===== src/hdl/sorted_key_table_defines.svh =====
// ----------------------------------------------------------------------------
// sorted_key_table_defines.svh
// Assertion macros shared by the sorted key table RTL.
// ----------------------------------------------------------------------------
`ifndef SORTED_KEY_TABLE_DEFINES_SVH
`define SORTED_KEY_TABLE_DEFINES_SVH

// Same-cycle implication, disabled during reset
`define SKT_ASSERT_SAME(label, clk, rst, ante, cons, msg) \
  label: assert property (@(posedge clk) disable iff (rst) (ante) |-> (cons)) \
    else $error(msg);

// Next-cycle implication, disabled during reset
`define SKT_ASSERT_NEXT(label, clk, rst, ante, cons, msg) \
  label: assert property (@(posedge clk) disable iff (rst) (ante) |=> (cons)) \
    else $error(msg);

`endif


===== src/hdl/skt_pkg.sv =====
// ----------------------------------------------------------------------------
// skt_pkg
// Shared sizes, codes and types of the sorted key table.
// ----------------------------------------------------------------------------
package skt_pkg;

  // Table size and derived widths
  localparam int CAPACITY = 16;
  localparam int IDX_W    = $clog2(CAPACITY);
  localparam int CNT_W    = $clog2(CAPACITY + 1);
  localparam int POS_W    = 5;
  localparam int CMP_W    = (POS_W > CNT_W) ? POS_W : CNT_W;
  localparam int DATA_W   = 16;
  localparam int CMD_W    = 2;
  localparam int ST_W     = 2;

  typedef enum logic [CMD_W-1:0] {
    CMD_INSERT = 2'd0,
    CMD_READ   = 2'd1,
    CMD_REMOVE = 2'd2
  } cmd_t;

  // Command code with no operation behind it
  localparam logic [CMD_W-1:0] CMD_UNUSED = 2'd3;

  typedef enum logic [ST_W-1:0] {
    ST_OK    = 2'd0,
    ST_RANGE = 2'd1,
    ST_FULL  = 2'd2
  } status_t;

  // One table entry
  typedef struct packed {
    logic [DATA_W-1:0] key;
    logic [DATA_W-1:0] branch;
    logic [DATA_W-1:0] payload;
  } entry_t;

  // Per-cycle controls broadcast to every cell
  typedef struct packed {
    logic insert;
    logic remove;
  } cell_ctrl_t;

endpackage


===== src/hdl/sorted_key_table.sv =====
// Timing: a request taken into the request registers is executed while busy
// is high and its result is registered with done high; the result is shown for
// one cycle only. A new request is not taken while busy is high; busy is high
// in the cycle where the cell chain compares and shifts all slots at once.
// Reset: synchronous rst empties the table (entry_count 0); slot contents
// are not cleared and are never read before being written.
// ----------------------------------------------------------------------------
// sorted_key_table
// Bounded table kept in ascending key order by a chain of compare cells.
// ----------------------------------------------------------------------------
module sorted_key_table (
  input  logic                      clk,
  input  logic                      rst,
  input  logic                      start,
  output logic                      busy,
  input  logic [skt_pkg::CMD_W-1:0]  command,
  input  logic [skt_pkg::DATA_W-1:0] average_age,
  input  logic [skt_pkg::DATA_W-1:0] branch_id,
  input  logic [skt_pkg::DATA_W-1:0] payload_ref,
  input  logic [skt_pkg::POS_W-1:0]  position,
  output logic                      done,
  output logic [skt_pkg::ST_W-1:0]   status,
  output logic [skt_pkg::DATA_W-1:0] out_payload_ref,
  output logic [skt_pkg::DATA_W-1:0] out_branch_id,
  output logic [skt_pkg::DATA_W-1:0] out_average_age,
  output logic [skt_pkg::CNT_W-1:0]  entry_count
);
  import skt_pkg::*;

  `include "sorted_key_table_defines.svh"

  // Request registers
  logic              req_valid;
  cmd_t              req_cmd;
  entry_t            req_entry;
  logic [POS_W-1:0]  req_pos;

  // Table state
  logic [CNT_W-1:0]  count;
  logic [CNT_W-1:0]  count_next;

  // Result registers
  logic              res_valid;
  status_t           res_status;
  entry_t            res_entry;

  // Decode
  logic              full;
  logic              pos_ok;
  logic [IDX_W-1:0]  slot;
  logic              do_insert;
  logic              do_remove;
  status_t           status_next;
  entry_t            data_next;
  cell_ctrl_t        ctrl;

  // Cell chain wiring
  entry_t            cell_entry [CAPACITY];
  logic              cell_after [CAPACITY];

  // Accept a request and hold it for the execute cycle
  always_ff @(posedge clk) begin
    if (rst) begin
      req_valid <= 1'b0;
    end else begin
      req_valid <= start && !req_valid;
    end
  end

  always_ff @(posedge clk) begin
    if (start && !req_valid) begin
      req_cmd           <= cmd_t'(command);
      req_entry.key     <= average_age;
      req_entry.branch  <= branch_id;
      req_entry.payload <= payload_ref;
      req_pos           <= position;
    end
  end

  assign busy = req_valid;

  // Decode the held request
  assign full   = (count == CNT_W'(CAPACITY));
  assign pos_ok = (req_pos != '0) &&
                  (CMP_W'(req_pos) <= CMP_W'(count));
  assign slot   = IDX_W'(req_pos - POS_W'(1));

  always_comb begin
    do_insert   = 1'b0;
    do_remove   = 1'b0;
    status_next = ST_RANGE;
    data_next   = '0;
    count_next  = count;
    case (req_cmd)
      CMD_INSERT: begin
        if (full) begin
          status_next = ST_FULL;
        end else begin
          do_insert   = req_valid;
          status_next = ST_OK;
          count_next  = count + CNT_W'(1);
        end
      end
      CMD_READ: begin
        if (pos_ok) begin
          status_next = ST_OK;
          data_next   = cell_entry[slot];
        end
      end
      CMD_REMOVE: begin
        if (pos_ok) begin
          do_remove   = req_valid;
          status_next = ST_OK;
          data_next   = cell_entry[slot];
          count_next  = count - CNT_W'(1);
        end
      end
      default: begin
        status_next = ST_RANGE;
      end
    endcase
  end

  assign ctrl.insert = do_insert;
  assign ctrl.remove = do_remove;

  // Build the chain of cells
  for (genvar i = 0; i < CAPACITY; i++) begin : g_cell
    logic   occ;
    logic   rem_here;
    logic   l_after;
    entry_t l_entry;
    entry_t r_entry;

    assign occ      = (CNT_W'(i) < count);
    assign rem_here = (IDX_W'(i) >= slot);

    if (i == 0) begin : g_head
      assign l_after = 1'b0;
      assign l_entry = req_entry;
    end else begin : g_body
      assign l_after = cell_after[i-1];
      assign l_entry = cell_entry[i-1];
    end

    if (i == CAPACITY - 1) begin : g_tail
      assign r_entry = cell_entry[i];
    end else begin : g_inner
      assign r_entry = cell_entry[i+1];
    end

    skt_cell u_cell (
      .clk         (clk),
      .ctrl        (ctrl),
      .occupied    (occ),
      .remove_here (rem_here),
      .new_entry   (req_entry),
      .left_after  (l_after),
      .left_entry  (l_entry),
      .right_entry (r_entry),
      .after       (cell_after[i]),
      .entry       (cell_entry[i])
    );
  end

  // Advance the entry count and strobe the result
  always_ff @(posedge clk) begin
    if (rst) begin
      count     <= '0;
      res_valid <= 1'b0;
    end else begin
      res_valid <= req_valid;
      if (req_valid) begin
        count <= count_next;
      end
    end
  end

  always_ff @(posedge clk) begin
    if (req_valid) begin
      res_status <= status_next;
      res_entry  <= data_next;
    end
  end

  assign done            = res_valid;
  assign status          = res_status;
  assign out_payload_ref = res_entry.payload;
  assign out_branch_id   = res_entry.branch;
  assign out_average_age = res_entry.key;
  assign entry_count     = count;

  // Checks
  `SKT_ASSERT_NEXT(a_exec_then_done, clk, rst, req_valid, res_valid, "execute without result")
  `SKT_ASSERT_SAME(a_done_not_busy, clk, rst, res_valid, !req_valid, "busy held past one cycle")
  `SKT_ASSERT_SAME(a_full_count, clk, rst, res_valid && (res_status == ST_FULL), count == CNT_W'(CAPACITY), "full reported below capacity")
  `SKT_ASSERT_NEXT(a_insert_grows, clk, rst, do_insert, count == $past(count) + CNT_W'(1), "insert did not grow count")
  `SKT_ASSERT_SAME(a_no_overflow, clk, rst, 1'b1, count <= CNT_W'(CAPACITY), "count beyond capacity")

endmodule


===== src/hdl/skt_cell.sv =====
// ----------------------------------------------------------------------------
// skt_cell
// One slot of the sorted chain: holds an entry, compares it with the
// incoming key and shifts right on insert or left on remove.
// ----------------------------------------------------------------------------
module skt_cell (
  input  logic                clk,
  input  skt_pkg::cell_ctrl_t ctrl,
  input  logic                occupied,
  input  logic                remove_here,
  input  skt_pkg::entry_t     new_entry,
  input  logic                left_after,
  input  skt_pkg::entry_t     left_entry,
  input  skt_pkg::entry_t     right_entry,
  output logic                after,
  output skt_pkg::entry_t     entry
);
  import skt_pkg::*;

  // Slot lies behind the insert point: empty, or key strictly greater
  assign after = !occupied || (entry.key > new_entry.key);

  // Shift right on insert, take the new request at the insert point,
  // shift left on remove from the removed slot onward
  always_ff @(posedge clk) begin
    if (ctrl.insert && after) begin
      entry <= left_after ? left_entry : new_entry;
    end else if (ctrl.remove && remove_here) begin
      entry <= right_entry;
    end
  end

endmodule


===== config.mk =====
export PLATFORM = sky130hd
export DESIGN_NAME = sorted_key_table
export DESIGN_NICKNAME = d
export VERILOG_FILES = /design/src/hdl/skt_pkg.sv /design/src/hdl/sorted_key_table.sv /design/src/hdl/skt_cell.sv
export VERILOG_INCLUDE_DIRS = /design/src /design/src/hdl
export SDC_FILE = /design/constraint.sdc
export NUM_CORES = 2
export LEC_CHECK = 0
export BUFFER_PORTS_ARGS = -buffer_cell sky130_fd_sc_hd__buf_2
export CAP_MARGIN = 20
export CORE_MARGIN = 8
export CORE_UTILIZATION = 50
export DETAILED_ROUTE_END_ITERATION = 12
export GPL_TIMING_DRIVEN = 0
export PLACE_DENSITY = 0.65
export SYNTH_ARGS = -nofsm -noshare
export SYNTH_HDL_FRONTEND = slang
export SYNTH_HIERARCHICAL = 1
export SYNTH_SLANG_ARGS = --single-unit

===== constraint.sdc =====
create_clock -name clk -period 8.1 [get_ports clk]
set_input_delay 0.81 -clock clk [delete_from_list [all_inputs] [get_ports clk]]
set_output_delay 0.81 -clock clk [all_outputs]
set_load 0.005 [all_outputs]

After elaboration in Yosys (flattened, before gate mapping). Cells that the tools add are included.

Order comparisons: 49. Reduce and logical (&&, ||, !) cells: 87. Bitwise logic cells: 1. Eq/ne operators: 5. Muxes and demuxes: 58. Add/sub/neg operators: 3.

Operators by type and width (count): two-way mux 48 bit (47); > comparator 16 bit (16); binary-select mux 48 bit (select 4 bit) (1); < comparator 4 x 5 -> 1 bit (first input constant) (8); logical AND 1 bit (33); nonzero test 2 bit (16); >= comparator 4 bit (first input constant) (7); < comparator 3 x 5 -> 1 bit (first input constant) (4); logical NOT 1 bit (17); >= comparator 3 x 4 -> 1 bit (first input constant) (4); logical OR 1 bit (16); < comparator 1 x 5 -> 1 bit (first input constant) (2); < comparator 2 x 5 -> 1 bit (first input constant) (2); two-way mux 5 bit (2); case mux 5 bit (2 select lines) (1); >= comparator 1 x 4 -> 1 bit (first input constant) (2); >= comparator 2 x 4 -> 1 bit (first input constant) (2); adder 5 x 1 -> 5 bit (second input constant) (1); equality test 5 bit (second input constant) (1); >= comparator 5 bit (second input constant) (1); <= comparator 5 bit (1); two-way mux 1 bit (5); inverter 4 -> 5 bit (1); nonzero test 5 bit (1); 11 further kinds (12).

Flip-flop bits (word level): 880. Word-level logic and storage cells: 263. Input port bits: 58. Output and inout port bits: 57.

Depth between registers and ports, before layout.
Word-level depth: 7. Depth in mapped cells: 17. Mapped depth without buffers: 13.

Cells and area by module. The synthesis kept the hierarchy.

By module, submodules not included: skt_cell at g_cell[0].u_cell ... (times used 14, area an instance 3062.9 um2, sequential area each 1441.4 um2, cells an instance 235); sorted_key_table (times used 1, area an instance 10039.6 um2, sequential area each 3293.2 um2, cells an instance 646); skt_cell at g_cell[8].u_cell ... (times used 2, area an instance 4803.4 um2, sequential area each 1441.4 um2, cells an instance 504).

Worst setup path before layout. No wires, ideal clock.

Path type: reg-to-reg. Start: register req_valid (netlist: busy). End: register g_cell[8].u_cell/entry[0] in the netlist's numbering, enable pin. Data required time: 7.690 ns. Period minus slack after synthesis: 4.629 ns. Library setup time: 0.410 ns. Path slack: 3.471 ns. Buffers on the path: 1. Cell stages (with the launch flop): 6. Arrival: 4.219 ns. Path through: dfxtp_1 and3_1 inv_1 nor2_1 clkbuf_1 a221o_1.

Word-level cells in the longest chain between the ends: 4. Elaborated cells between the ends (all ways): 7. Classes of those cells: mux (4); reduce/logical (3).

RTL lines: start, declared (RTL line sorted_key_table.sv:33) `logic req_valid;`; start signal, assigned (RTL line sorted_key_table.sv:66) `req_valid <= start && !req_valid;`; two-way mux 1 bit (RTL line sorted_key_table.sv:96) `if (full) begin`; two-way mux 1 bit (RTL line sorted_key_table.sv:94) `case (req_cmd)`; named net do_insert (RTL line sorted_key_table.sv:51) `logic do_insert;`; logical AND 1 bit (RTL line skt_cell.sv:26) `if (ctrl.insert && after) begin`; nonzero test 2 bit (no source line); end signal, assigned (RTL line skt_cell.sv:27) `entry <= left_after ? left_entry : new_entry;`; end signal, assigned (RTL line skt_cell.sv:29) `entry <= right_entry;`; end, declared (RTL line skt_cell.sv:16) `output skt_pkg::entry_t entry`.

The timed path passes the listed nets, and every way through them passes these cells. A chain may end at the register's enable or synchronous reset.

Worst setup path in the final report.
Start: register req_pos[0]. End: register res_entry, in the netlist out_average_age[15], data pin.

Word-level cells in the longest chain between the ends: 5. Elaborated cells between the ends (all ways): 9. Classes of those cells: add/sub (1); order compare (1); mux (3); bitwise (1); reduce/logical (3).

RTL lines: start, declared (RTL line sorted_key_table.sv:36) `logic [POS_W-1:0] req_pos;`; start signal, assigned (RTL line sorted_key_table.sv:76) `req_pos <= position;`; subtractor 4 x 1 -> 4 bit (RTL line sorted_key_table.sv:86) `assign slot = IDX_W'(req_pos - POS_W'(1));`; inverter 4 -> 5 bit (implied by the code) (RTL line sorted_key_table.sv:107, sorted_key_table.sv:114); binary-select mux 48 bit (select 4 bit) (RTL line sorted_key_table.sv:107, sorted_key_table.sv:114); two-way mux 48 bit (implied by the code) (2 in series) (RTL line sorted_key_table.sv:107, sorted_key_table.sv:114); end signal, assigned (RTL line sorted_key_table.sv:182) `res_entry <= data_next;`; end, declared (RTL line sorted_key_table.sv:45) `entry_t res_entry;`.

Several ways; a longest one is shown, not always the timed one. The select of a mux whose other input is x is not followed.

==> flow_metrics.env <==
export IMPL_ant_nets=0
export IMPL_hold_violations=0
export IMPL_min_path_type="input port to flop"
export IMPL_rows=129
export IMPL_core_area_um2=124000
export IMPL_grt_overflow=0
export IMPL_status="finished, final reports clean"
export IMPL_root_buffer="clkbuf_16"
export IMPL_synth_cells=4939
export IMPL_crit_arrival_ns=6.98
export IMPL_fin_skew_ns=0.0639
export IMPL_worst_r2r_path_depth=12
export IMPL_die_w_um=370
export IMPL_cts_resized=0
export IMPL_dieArea_um2=137000
export IMPL_dpl_cell_count=6719
export IMPL_clkTransAtPathRegs_ns=0.06
export IMPL_yosysWarnings=6
export IMPL_relSlewSlack_pct=18.7
export IMPL_rsz0062_at_grt="false"
export IMPL_crit_fanout=10
export IMPL_power_density_nw_per_um2=168
export IMPL_setup_worst_path_class="flop to flop"
export IMPL_drt_iter0_drc=5553
export IMPL_multi_input_area_um2=33300
export IMPL_grt_max_degree=49
export IMPL_drt_pass1_iter_count=6
export IMPL_antenna_diode_count=0
export IMPL_drive_gt1_share_pct=39.0
export IMPL_fin_worst_hold_slack_ns=0.226
export IMPL_cpMostUsedCell="clkbuf_1"
export IMPL_drv_slew=0
export IMPL_routedWlPerCell_um=31.9
export IMPL_r2r_setup_slack_ns=1.54
export IMPL_setup_viol=0
export IMPL_numPortBuffers=114
export IMPL_drt_wl_total_um=221000
export IMPL_endpoint="out_average_age[15]"
export IMPL_route_vias_total=45700
export IMPL_cts_sinks=880
export IMPL_max_freq_mhz=152
export IMPL_min_period_ns=6.56
export IMPL_postCtsSetupBuffers=0
export IMPL_postSynthAreaPerCell_um2=12.7
export IMPL_vdd_drop_max_v=0.000164
export IMPL_start_util_pct=50.5
export IMPL_die_h_um=370
export IMPL_crit_path_end_kind="flop"
export IMPL_netlist_area_um2=62500
export IMPL_dp_hpwl_um=161000
export IMPL_slowest_stage="clkbuf_1"
export IMPL_fin_cells=6917
export IMPL_drt_drc_violations_left=0
export IMPL_leakagePower_uw=0.0261
export IMPL_syn2layout_area_growth_pct=11.0
export IMPL_grt_pass1_vias=45200
export IMPL_worstPathCellList="clkbuf_1 > buf_2 > buf_2 > inv_1 > ha_1 > clkbuf_1 > buf_8 > clkbuf_1 > clkbuf_1 > mux4_2 > mux2i_1 > o22ai_1"
export IMPL_critPathLaunch="req_pos[0]"
export IMPL_cts_max_path_buffers=3
export IMPL_max_cap_viol_count=0
export IMPL_worstMarginPinSlew_ns=1.22
export IMPL_num_fill_cells=10300
export IMPL_cts_buffers=104
export IMPL_hold_buffers=0
export IMPL_gp_congestion=1.01
export IMPL_nets=5526
export IMPL_r2r_start="req_pos[0]"
export IMPL_r2r_end="out_average_age[15]"
export IMPL_track_usage_pct=31.4
export IMPL_cts_tree="done"
export IMPL_detail_route_vias_per_cell=6.61
export IMPL_syn_num_nets=5269
export IMPL_grt_pass1_wl_um=316000
export IMPL_critPathMaxStageDelay_ns=0.87
export IMPL_crit_required_ns=8.52
export IMPL_start_kind="flop"
export IMPL_htreeDepth=3
export IMPL_worstSkewPairLatency_ns=0.76
export IMPL_period_share_pct=81.0
export IMPL_seq_area_um2=26400
export IMPL_pin_count=115
export IMPL_antenna_found_initial=2
layer usage:
layer,wire length [um],track usage [%],vias to the layer above
met3,20500,7.49,607
met1,87800,40.5,23100
met2,98000,48.9,2452
met5,13,0,-
met4,14400,16.8,2
li1,-,-,19500
where the power goes:
part	total (uW)	switching, uW	leakage, uW	internal (uW)
Sequential	5320	178	0.00804	5140
Clock	4700	2070	0.00160	2630
Combinational	1660	948	0.0165	709
per-stage QoR:
step	util [%]	setup TNS (ns)	setup WS (ns)	area, um2	total power, uW
finish	56.0	0	1.54	69400	11700
global route	56.0	0	1.49	69400	12000
CTS	55.9	0	1.80	69200	11700
detailed placement	53.2	0	1.86	65900	7020
global placement	52.6	-319.94	-1.77	65100	6960
floorplan	-	0	3.47	62500	6390
flip-flops by register name (all words and copies together), names as in the netlist, 5 cells and up:
name,flops
out_average_age,16
entry_count,5
req_pos,5
out_payload_ref,16
g_cell.l_entry,48
out_branch_id,16
g_cell.u_cell/entry,768
worst max-delay path: cells and delay by family (launching register included):
family / cells / cell delay [ns]
adders and majority gates: 1 / 0.31
AOI/OAI and AO/OA: 1 / 0.67
buffers and inverters: 8 / 4.35
DFF: 1 / 0.43
muxes: 2 / 0.44
layout make-up:
cell class                 count  area share, %
buffer                       327           2.73
clock buffer                 118           3.86
clock inverter                72          0.934
inverter                     275           1.49
multi-input combinational   3457           48.0
sequential                   880           38.0
tap                         1637           2.95
timing repair buffer         151           2.01
worst min path at each step:
stage,start,to,slack (ns),cells past startpoint
after floorplan,entry_count[4],entry_count[4],0.52,2
after global placement,g_cell[11].u_cell/entry[17],g_cell[10].u_cell/entry[17],0.58,1
after detailed placement,g_cell[13].u_cell/entry[25],g_cell[12].u_cell/entry[25],0.58,1
after CTS,branch_id[6],g_cell[0].l_entry[22],0.17,1
after global routing,branch_id[9],g_cell[0].l_entry[25],0.19,1
final,branch_id[7],g_cell[0].l_entry[23],0.23,1
layout by cell type (no fill, tap or decap), drive strengths merged, types with 14 or more instances in the layout:
master,instances
a2111oi,16
a21boi,14
a21o,34
a21oi,89
a22oi,94
and2,30
and3,16
buf,288
clkbuf,308
clkinv,51
edfxtp,873
ha,272
inv,278
mux2,1294
mux2i,96
mux4,192
nand2,420
nand3,114
nand3b,92
nand4,51
nor2,124
nor2b,18
nor3,22
nor4,29
o211ai,16
o21ai,294
o22ai,48
o311a,14
or3,17
or4,18
Note: power is estimated with default switching activity, not from simulation.
